==> config.mk <==
export PLATFORM = sky130hd
export DESIGN_NAME = dfrt_sqrt_cell
export DESIGN_NICKNAME = d
export VERILOG_FILES = /design/src/sv/dfrt_pkg.sv /design/src/sv/dfrt_sqrt_cell.sv
export SDC_FILE = /design/constraint.sdc
export NUM_CORES = 1
export LEC_CHECK = 0
export ABC_AREA = 1
export BUFFER_PORTS_ARGS = -buffer_cell sky130_fd_sc_hd__buf_2
export CAP_MARGIN = 20
export CORE_AREA = 2 2 379 381
export DETAILED_ROUTE_END_ITERATION = 16
export DIE_AREA = 0 0 381 383
export PLACE_DENSITY_LB_ADDON = 0.3
export SYNTH_ARGS = -nofsm -noshare
export SYNTH_HDL_FRONTEND = slang
export SYNTH_SLANG_ARGS = --single-unit
export TNS_END_PERCENT = 30
==> constraint.sdc <==
create_clock -name clk_i -period 22.9 [get_ports clk_i]
set_clock_uncertainty 0.15 [all_clocks]
set_input_delay 5.725 -clock clk_i [delete_from_list [all_inputs] [get_ports clk_i]]
set_output_delay 5.725 -clock clk_i [all_outputs]
set_load 0.03 [all_outputs]
==> src/sv/dfrt_pkg.sv <==
// Package for the dipole field rotate and translate block.
// Holds the output field width, the output stream width and the ratio lane codes.
// Used by every module of the block; depends on nothing else.
package dfrt_pkg;

  // Result fields are signed Q26.0 integers whatever the input width.
  localparam int OUT_W  = 26;
  localparam int N_OUT  = 6;
  localparam int OUT_TD = ((N_OUT * OUT_W + 7) / 8) * 8;

  // Input fields per item.
  localparam int N_IN = 12;

  // Lanes of the divider chain: cos and sin of the polar angle, then of the azimuth.
  localparam int N_RATIO = 4;
  localparam int RT_CT   = 0;
  localparam int RT_ST   = 1;
  localparam int RT_CP   = 2;
  localparam int RT_SP   = 3;

  // Per-lane flags that travel beside the quotient.
  typedef struct packed {
    logic zero;  // denominator was zero, the lane takes its fixed value
    logic neg;   // numerator was negative
  } ratio_flag_t;

endpackage

==> src/sv/dfrt_sqrt_cell.sv <==
// One cell of the square root chain: resolves one root bit of both norms.
// Depends on dfrt_pkg.
module dfrt_sqrt_cell
  import dfrt_pkg::*;
#(
  parameter int SW     = 48,
  parameter int STEP   = 0,
  parameter int SIDE_W = 288
) (
  input  logic              clk_i,
  input  logic              rst_ni,
  input  logic              in_valid_i,
  output logic              in_ready_o,
  input  logic [SW-1:0]     n_xy_i,
  input  logic [SW-1:0]     r_xy_i,
  input  logic [SW-1:0]     n_all_i,
  input  logic [SW-1:0]     r_all_i,
  input  logic [SIDE_W-1:0] side_i,
  output logic              out_valid_o,
  input  logic              out_ready_i,
  output logic [SW-1:0]     n_xy_o,
  output logic [SW-1:0]     r_xy_o,
  output logic [SW-1:0]     n_all_o,
  output logic [SW-1:0]     r_all_o,
  output logic [SIDE_W-1:0] side_o
);

  localparam logic [SW-1:0] BIT = {{(SW-1){1'b0}}, 1'b1} << (SW - 2 - 2 * STEP);

  logic              v_q;
  logic [SW-1:0]     n_xy_q, r_xy_q, n_all_q, r_all_q;
  logic [SW-1:0]     n_xy_d, r_xy_d, n_all_d, r_all_d;
  logic [SIDE_W-1:0] side_q;

  // One step of the digit-by-digit square root: {remainder, root}.
  function automatic logic [2*SW-1:0] sq_step(logic [SW-1:0] n, logic [SW-1:0] r);
    logic [SW-1:0] t;
    t = r + BIT;
    if (n >= t) begin
      return {n - t, (r >> 1) + BIT};
    end else begin
      return {n, r >> 1};
    end
  endfunction

  assign in_ready_o = !v_q || out_ready_i;

  always_comb begin
    {n_xy_d, r_xy_d}   = sq_step(n_xy_i, r_xy_i);
    {n_all_d, r_all_d} = sq_step(n_all_i, r_all_i);
  end

  // Valid flag of the cell.
  always_ff @(posedge clk_i or negedge rst_ni) begin
    if (!rst_ni) begin
      v_q <= 1'b0;
    end else if (in_ready_o) begin
      v_q <= in_valid_i;
    end
  end

  // Working values move on whenever the cell can take a new transfer.
  always_ff @(posedge clk_i) begin
    if (in_ready_o) begin
      n_xy_q  <= n_xy_d;
      r_xy_q  <= r_xy_d;
      n_all_q <= n_all_d;
      r_all_q <= r_all_d;
      side_q  <= side_i;
    end
  end

  assign out_valid_o = v_q;
  assign n_xy_o      = n_xy_q;
  assign r_xy_o      = r_xy_q;
  assign n_all_o     = n_all_q;
  assign r_all_o     = r_all_q;
  assign side_o      = side_q;

endmodule

==> run summary <==
Status - complete, no violations
Worst Hold Launch - out_valid_o
CTS tree - done
Iter 0 DRT Violations - 1569
Period utilization - 54.3%
Drt pass-1 iters - 5
# DRC - 0
Vias/cell - 3.91
Cts hold-fix bufs - 0
Crit Path Category - input port to output port
Clock sink count - 481
Critical path origin - out_ready_i
Initial core utilization - 17.5%
Fraction of layout cells with a size suffix above 1 - 29.0%
CP Launch Type - input port
Routed length per instance - 23.7 um
Vias - 22300
CTS max path bufs - 3
Setup crit end kind - output port
Largest net degree at the start of global routing - 75
Slew HR - 27.9%
Worst r2r src - out_valid_o
Multi-input logic area - 7860 um^2
First-pass GRT wire length - 179000 um
# setup viols final - 0
Setup Fix Bufs, Post-CTS - 0
Routability cong. - 0.941
I/O pins - 966
Core area - 142000 um^2
Synth area leaders - edfxtp_1, nand2_1, inv_1
Seq/Total Area, Yosys - 58.2%
Unrepaired setup endpoints after global routing - false
Total Power - 2720 uW
Maximum Capacitance Violations - 0
Die X - 381 um
Yosys top cell area share - 58.1%
Port Buf Inserts - 965
Layout net count - 4329
Vias in the first global route - 21500
Hpwl dp - 117000 um
Leakage - 0.0168 uW
Clk_lat worst skew - 0.69 ns
Overflow after GRT - 0
Total track usage - 17.9%
Clock Pin Slew Worst Setup and Hold Paths - 0.06 ns
Post-synth cell types - 34
Post-cts sizing count - 0
Clock period minus final worst setup slack - 12.43 ns
Fill count - 15900
Syn. warnings - 0
WHS - 0.785 ns
Area grow syn2layout - 36.6%
Class of the worst hold path - flip-flop to flip-flop
PwrDens - 80.3 nW/um^2
Root Buffer Master - clkbuf_16
Mean Syn Cell Area - 9.06 um^2
Fmax - 80.5 MHz
Initial antenna violation count - 103
R2r setup slk - 18.19 ns
Net Count, Synth - 3322
Post-route ant nets - 0
Worst-Margin Slew - 1.08 ns
Post-synth top area cell - edfxtp_1
WP data arrival - 6.55 ns
Die Height - 383 um
Seq. cell area - 14400 um^2
Worst VDD drop - 0.0000625 V
Hold Fails Final Rpt - 0
FP Rows - 139
Die area - 146000 um^2
Post-Route WL - 135000 um
Data required, critical path - 17.03 ns
CTS Buf Count - 61
Setup TNS - 0 ns
Synth Register Bits - 481
Worst Path Max Fanout - 25
CTS H-tree lvls - 2
Area of the mapped netlist - 24800 um^2
Max Transition Viols Final - 0
Syn Inst Count - 2740
==> worst max-delay path: stages <==
cell	delay, ns
buf_2	0.08
inv_1	0.05
nand2_4	0.37
buf_2	0.29
==> cell usage after synthesis (all sizes together) <==
master,instances
nor3,6
nand3,133
fa,2
o21bai,2
clkbuf,4
and2,6
o21ai,50
dfrtp,1
nor4,4
a21o,2
a21oi,54
inv,619
xnor2,4
nor2,194
nand4,76
nand2,926
edfxtp,480
nand3b,5
ha,96
xor2,48
buf,27
or2,1
==> metrics by stage <==
stage               util (%)  area, um^2  setup slack, ns  cells
CTS                     23.8       33900            10.43   5695
floorplan                  -       24800            0.988   2740
detailed placement      22.4       31900            10.44   5587
finish                  23.8       33900            10.47   5717
global route            23.8       33900            10.42   5697
global placement        22.4       31900            10.43   5587
==> power by group <==
group          total (uW)  switching [uW]  internal, uW  leakage, uW
sequential           1100            24.7          1070      0.00485
clock                 964             419           545     0.000937
combinational         663             491           172       0.0111
total                2720             935          1790       0.0168
==> sequential cells by signal, indices dropped and copies added, names as in the netlist <==
name and flops:
n_all_o 48, n_xy_o 48, out_valid_o 1, r_all_o 48, r_xy_o 48, side_o 288
==> layout make-up <==
cell class                      instances  share of cell area (%)
Antenna cell                           22                   0.162
Clock buffer                           72                    4.62
Clock inverter                         36                    1.15
Inverter                              619                    6.85
Multi-Input combinational cell       1609                    23.2
Sequential cell                       481                    42.6
Tap cell                             1903                    7.02
Timing Repair Buffer                  975                    14.5
==> worst paths after layout <==
path                               end  cells past startpoint
max in group asynchronous  out_valid_o                      1
min                        out_valid_o                      2
min in group asynchronous  out_valid_o                      1
min reg2reg                out_valid_o                      2
max                         in_ready_o                      4
max reg2reg                r_all_o[40]                      5
==> routing by layer <==
layer  global-route usage, %  routed length (um)  vias up
met2                    31.0               65500      945
met5                       0                 230        -
met1                    21.0               53800    10400
met4                    5.32                4510       38
met3                    5.67               11400      225
li1                        -                   -    10700
==> cell usage in the layout, fill, tap and decap left out, types with 4 or more instances in the layout <==
cell / instances
bufinv_16: 5
edfxtp_1: 480
nand2_2: 10
clkinv_1: 9
and2_1: 6
buf_4: 10
nand4_1: 74
nor4_1: 4
ha_1: 96
o21ai_0: 5
clkinvlp_4: 5
nand3_1: 131
nor2_1: 178
xnor2_1: 4
a21oi_1: 54
nand3b_1: 5
clkbuf_16: 61
nor3_1: 5
xor2_1: 48
diode_2: 22
clkinv_4: 4
nand2_1: 915
buf_2: 965
inv_1: 615
o21ai_1: 45
clkinv_2: 8
nor2_2: 14
inv_2: 4
clkbuf_1: 11
==> cells by family after synthesis <==
kind of cell             count (synthesis)  share of synthesized area, %
adder cells (fa/ha/maj)                 98                          5.00
AND/OR/NAND/NOR                       1351                          22.5
buffers and inverters                  650                          10.3
XOR/XNOR                                52                          1.83
flip-flops                             481                          58.2
AO/OA/AOI/OAI                          108                          2.22
No activity file was read; power rests on OpenSTA's default activity.
