$ cat config.mk
export PLATFORM = sky130hd
export DESIGN_NAME = dfrt_div_cell
export DESIGN_NICKNAME = d
export VERILOG_FILES = /design/src/sv/dfrt_pkg.sv /design/src/sv/dfrt_div_cell.sv
export SDC_FILE = /design/constraint.sdc
export NUM_CORES = 1
export LEC_CHECK = 0
export ABC_AREA = 1
export BUFFER_PORTS_ARGS = -buffer_cell sky130_fd_sc_hd__buf_2
export CAP_MARGIN = 20
export CELL_PAD_IN_SITES_DETAIL_PLACEMENT = 2
export CELL_PAD_IN_SITES_GLOBAL_PLACEMENT = 2
export CORE_AREA = 2 2 480 482
export CTS_BUF_LIST = sky130_fd_sc_hd__clkbuf_4
export CTS_CLUSTER_SIZE = 30
export DETAILED_ROUTE_END_ITERATION = 6
export DIE_AREA = 0 0 482 484
export PLACE_DENSITY_LB_ADDON = 0.1
export SYNTH_ARGS = -nofsm -noshare
export SYNTH_HDL_FRONTEND = slang
export SYNTH_SLANG_ARGS = --single-unit
$ cat constraint.sdc
create_clock -name clk_i -period 21.3 [get_ports clk_i]
set_clock_uncertainty 0.2 [all_clocks]
set_input_delay 0 -clock clk_i [delete_from_list [all_inputs] [get_ports clk_i]]
set_output_delay 0 -clock clk_i [all_outputs]
set_load 0.1 [all_outputs]
$ cat src/sv/dfrt_pkg.sv
// Package for the dipole field rotate and translate block.
// Holds the output field width, the output stream width and the ratio lane codes.
// Used by every module of the block; depends on nothing else.
package dfrt_pkg;

  // Result fields are signed Q26.0 integers whatever the input width.
  localparam int OUT_W  = 26;
  localparam int N_OUT  = 6;
  localparam int OUT_TD = ((N_OUT * OUT_W + 7) / 8) * 8;

  // Input fields per item.
  localparam int N_IN = 12;

  // Lanes of the divider chain: cos and sin of the polar angle, then of the azimuth.
  localparam int N_RATIO = 4;
  localparam int RT_CT   = 0;
  localparam int RT_ST   = 1;
  localparam int RT_CP   = 2;
  localparam int RT_SP   = 3;

  // Per-lane flags that travel beside the quotient.
  typedef struct packed {
    logic zero;  // denominator was zero, the lane takes its fixed value
    logic neg;   // numerator was negative
  } ratio_flag_t;

endpackage

$ cat src/sv/dfrt_div_cell.sv
// One cell of the divider chain: resolves one quotient bit of all four ratios.
// Depends on dfrt_pkg.
module dfrt_div_cell
  import dfrt_pkg::*;
#(
  parameter int DV     = 41,
  parameter int QW     = 17,
  parameter int J      = 16,
  parameter int SIDE_W = 224
) (
  input  logic              clk_i,
  input  logic              rst_ni,
  input  logic              in_valid_i,
  output logic              in_ready_o,
  input  logic [DV-1:0]     rem_i [N_RATIO],
  input  logic [DV-1:0]     den_i [N_RATIO],
  input  logic [QW-1:0]     q_i   [N_RATIO],
  input  logic [SIDE_W-1:0] side_i,
  output logic              out_valid_o,
  input  logic              out_ready_i,
  output logic [DV-1:0]     rem_o [N_RATIO],
  output logic [DV-1:0]     den_o [N_RATIO],
  output logic [QW-1:0]     q_o   [N_RATIO],
  output logic [SIDE_W-1:0] side_o
);

  logic              v_q;
  logic [DV-1:0]     rem_q [N_RATIO];
  logic [DV-1:0]     den_q [N_RATIO];
  logic [QW-1:0]     q_q   [N_RATIO];
  logic [DV-1:0]     rem_d [N_RATIO];
  logic [QW-1:0]     q_d   [N_RATIO];
  logic [SIDE_W-1:0] side_q;

  assign in_ready_o = !v_q || out_ready_i;

  // Restoring division step: subtract the shifted divisor where it fits.
  always_comb begin
    for (int i = 0; i < N_RATIO; i++) begin
      if (rem_i[i] >= (den_i[i] << J)) begin
        rem_d[i] = rem_i[i] - (den_i[i] << J);
        q_d[i]   = q_i[i] | (QW'(1) << J);
      end else begin
        rem_d[i] = rem_i[i];
        q_d[i]   = q_i[i];
      end
    end
  end

  always_ff @(posedge clk_i or negedge rst_ni) begin
    if (!rst_ni) begin
      v_q <= 1'b0;
    end else if (in_ready_o) begin
      v_q <= in_valid_i;
    end
  end

  always_ff @(posedge clk_i) begin
    if (in_ready_o) begin
      for (int i = 0; i < N_RATIO; i++) begin
        rem_q[i] <= rem_d[i];
        den_q[i] <= den_i[i];
        q_q[i]   <= q_d[i];
      end
      side_q <= side_i;
    end
  end

  assign out_valid_o = v_q;
  assign rem_o       = rem_q;
  assign den_o       = den_q;
  assign q_o         = q_q;
  assign side_o      = side_q;

endmodule

==> impl_metrics.yaml, run 1 <==
floorplanning:
  pin_count: 1246
  fp.dieH_um: 484
  rows: 176
  fp.dieW_um: 482
  start_util_pct: 12.6
synthesis:
  syn_area_per_cell_um2: 10.5
  synth_edf_count: 620
  synth-seq-cells: 621
  syn_inst: 2729
  netlist_area_mm2: 0.0288
  syn_nets: 3457
  ys_seq_area_share_pct: 64.8
  async_reset_ff_share_pct: 0.161
  synth_ff_type: "edfxtp_1"
  ys_warn_count: 0
  ys_types: 28
clock_tree:
  cts_max_path_buffers: 3
  cts_buffers: 204
  postCtsSetupBuffers: 0
  hold_buffers: 1467
  cts_resized: 0
  cts_sinks: 621
  root_buffer: "clkbuf_4"
  cts-htree-levels: 4
placed_design:
  gp_congestion: 0.803
  dp.final_hpwl_mm: 146
  io_buffers: 1245
outcome:
  status: "stopped before the end"
  tool.error: "[ERROR RSZ-0060] Max buffer count reached."
  stop_stage: "4_1_cts"
-- metrics by stage --
step | cells | instance area [um2] | utilization (%) | setup slack [ps] | hold slack [ps]
3_5_place_dp | 6978 | 38700 | 16.9 | 17080 | -356
3_3_place_gp | 6978 | 38700 | 16.9 | 17070 | -360
2_1_floorplan | 2729 | 28800 | - | 4600 | -496
-- kinds of logic after synthesis --
logic type                 count (synthesis)  synth area share [%]
and+or+nand+nor                         1382                  21.0
adders and majority gates                104                  4.62
DFF                                      621                  64.8
AOI/OAI and AO/OA                         52                  1.10
xor gates and xnor gates                  44                  1.34
buffers and inverters                    526                  7.19
-- synth_stat cells (all sizes together), types with 16 or more instances --
library cell  count  area (um2)
edfxtp          620       18600
nand4           144         901
nor3             16         178
nand3           100         641
nor2            156         626
buf              36         230
a21oi            48         285
inv             490        1840
xor2             40         350
ha              100        1250
nand2           942        3540
==> run 2: changes to the inputs <==
==> config.mk (replaced) <==
export PLATFORM = sky130hd
export DESIGN_NAME = dfrt_div_cell
export DESIGN_NICKNAME = d
export VERILOG_FILES = /design/src/sv/dfrt_pkg.sv /design/src/sv/dfrt_div_cell.sv
export SDC_FILE = /design/constraint.sdc
export NUM_CORES = 1
export LEC_CHECK = 0
export ABC_AREA = 1
export BUFFER_PORTS_ARGS = -buffer_cell sky130_fd_sc_hd__buf_2
export CAP_MARGIN = 20
export CORE_AREA = 2 2 488 490
export DETAILED_ROUTE_END_ITERATION = 6
export DIE_AREA = 0 0 490 492
export PLACE_DENSITY_LB_ADDON = 0.15
export SYNTH_ARGS = -nofsm -noshare
export SYNTH_HDL_FRONTEND = slang
export SYNTH_SLANG_ARGS = --single-unit
==> run 2 against run 1 <==
The run now ends clean. Area after synthesis unchanged. Synthesized cell count unchanged.
==> impl_metrics.yaml, run 2 <==
final_layout:
  layout-area-overhead-vs-synth_pct: 88.7
  nets: 6021
  drive_above_1_share_pct: 26.8
  largest_reg_flops: 224
  fill_cells: 25900
  most-common-layout-cells: "1255 x dlygate4sd3_1, 1245 x buf_2, 939 x nand2_1, 620 x edfxtp_1, 486 x inv_1"
  layout_commonest_cell: "dlygate4sd3_1"
  final_cells: 8560
synthesis:
  ys_warn_count: 0
  synth_edf_count: 620
  yosysMostFrequentCell: "nand2_1"
  yosys-top-cells-area: "edfxtp_1 65%, nand2_1 12%, inv_1 6.3%"
  ys_types: 28
  synth_xor_area_share_pct: 1.34
  synthTopCellsByCount: "940 x nand2_1, 620 x edfxtp_1, 486 x inv_1"
  syn_area_per_cell_um2: 10.5
  syn_inst: 2729
  synth_compound_area_share_pct: 1.10
  synth-seq-cells: 621
  synth_top_area_cell: "edfxtp_1"
  synth_top_family_by_area: "simple AND/OR/NAND/NOR gates"
  yosysTopAreaCellShare_pct: 64.7
  synth-simple-area-share_pct: 21.0
  netlist_area_mm2: 0.0288
  muxShareOfSynthArea_pct: 0
  syn_nets: 3457
  synth_ff_type: "edfxtp_1"
  synth_fa_ha_area_share_pct: 4.62
  async_reset_ff_share_pct: 0.161
  ys_seq_area_share_pct: 64.8
detailed_routing:
  drt_iter0_markers: 1511
  via_per_inst: 3.42
  wl_per_cell_um: 20.1
  postRouteWirelength_mm: 172
  antenna_left: 0
  dr.pass1.iters: 5
  drc: 0
  vias: 29300
clock_tree:
  cts_tree: "built"
  clk-insertion-delay-late_ps: 720
  cts_resized: 0
  cts.reportedPaths.clkPinSlew_ps: 60
  cts-htree-levels: 3
  hold_buffers: 1255
  root_buffer: "clkbuf_16"
  cts_max_path_buffers: 3
  cts_buffers: 86
  postCtsSetupBuffers: 0
  cts_sinks: 621
power_and_ir_drop:
  powerDensity_mw_per_mm2: 82.7
  power_leakage_nw: 24.8
  power_mw: 4.49
  ir_worst_vdd_mv: 0.0612
sta:
  fin_crit_sh_pct: 21.9
  fmax_mhz: 214
  setup_viol: 0
  rsz0062_at_grt: "false"
  final_hold_viol_count: 0
  drv_slew: 0
  setup_ws_ps: 16630
  totalNegativeSetupSlack_ps: 0
  relSlewSlack_pct: 32.5
  worstMarginPinSlew_ps: 1010
  period_minus_slack_ps: 4670
placed_design:
  io_buffers: 1245
  gp_congestion: 0.893
  dp.final_hpwl_mm: 137
  dp.cells: 7117
  dp_slack_ps: 16450
floorplanning:
  pin_count: 1246
  start_util_pct: 12.2
  rows: 179
  die_area_mm2: 0.241
  coreArea_mm2: 0.236
  fp.dieH_um: 492
  fp.dieW_um: 490
setup_path:
  max_stage_delay_ps: 740
  r2r_slack_ps: 16630
  reg2reg_from: "out_valid_o"
  arrival_ps: 4820
  cp_cell_sequence: "nand2_4 > buf_4 > buf_4 > buf_4 > buf_4"
  critical_path_class: "flip-flop to flip-flop"
  crit_top_cell: "buf_4"
  cp_slowest_cell: "buf_4"
  worstReg2RegEnd: "rem_o[111]"
  path_max_fanout: 60
  cp-start-kind: "flip-flop"
  critPathRequiredTime_ps: 21450
  worstSetupEndpointType: "flip-flop"
  worstRegToRegCells: 5
grt:
  grt_pass1_wl_mm: 236
  grt_overflow: 0
  grt_pass1_vias: 30800
  grt_usage_pct: 13.8
  antenna_found_initial: 64
  grt_max_degree: 134
run:
  cap_violations: 0
min_path:
  whs_endpoint: "den_o[68]"
  hold_class: "input port to flip-flop"
  hold_start: "den_i[68]"
  hold_depth: 2
outcome:
  status: "finished, final reports clean"
## run 2: worst max-delay path by stage
stage / from / end / slack, ps
2_1_floorplan: out_valid_o / den_o[0] / 4600
3_3_place_gp: out_valid_o / den_o[98] / 16500
3_5_place_dp: out_valid_o / den_o[99] / 16450
4_1_cts: out_valid_o / den_o[43] / 16480
5_1_grt: out_valid_o / rem_o[108] / 16270
6_report: out_valid_o / rem_o[111] / 16630
## run 2: cell type report
type	count	area, um2	share of cell area, %
inverters	490	1840	3.39
multi-input cells	1582	8090	14.9
clock buffers	103	2220	4.08
well taps	3167	3960	7.30
repair buffers	2512	18900	34.8
flip-flops and latches	621	18600	34.3
clock inverters	54	599	1.10
diodes	31	77.6	0.143
## run 2: critical path, delay by kind of cell (launching register included)
family	cells	cell delay, ps
flops	1	400
simple gates	1	490
buf+inv	4	2900
## run 2: layer usage
metal | GRT usage, % | up-vias | share of wire (%)
met1 | 15.9 | 13900 | 41
met2 | 24.8 | 977 | 50
met4 | 4.24 | 34 | 3.1
met5 | 0 | - | 0.13
li1 | - | 14200 | -
met3 | 3.38 | 224 | 5.7
## run 2: power breakdown
part	switching (mW)	total, mW	internal (mW)
Clock	0.636	1.47	0.838
Sequential	0.0496	1.52	1.47
Combinational	1.14	1.49	0.358
## run 2: cell families (layout without fill, tap and decap cells)
logic type | Yosys count | after routing
flops | 621 | 621
xor+xnor | 44 | 44
simple gates | 1382 | 1382
compound gates | 52 | 52
buf+inv | 526 | 3159
other cells | 0 | 31
fa+ha+maj | 104 | 104
## run 2: metrics by stage
stage | cell area, um2 | utilization (%) | hold slack [ps]
final | 54300 | 23.0 | 25.9
after global placement | 38900 | 16.4 | -423
after CTS | 54200 | 23.0 | 2.18
after floorplan | 28800 | - | -496
after global routing | 54300 | 23.0 | 13.8
after detailed placement | 38900 | 16.4 | -422
Power figures use the tool's default switching activity.
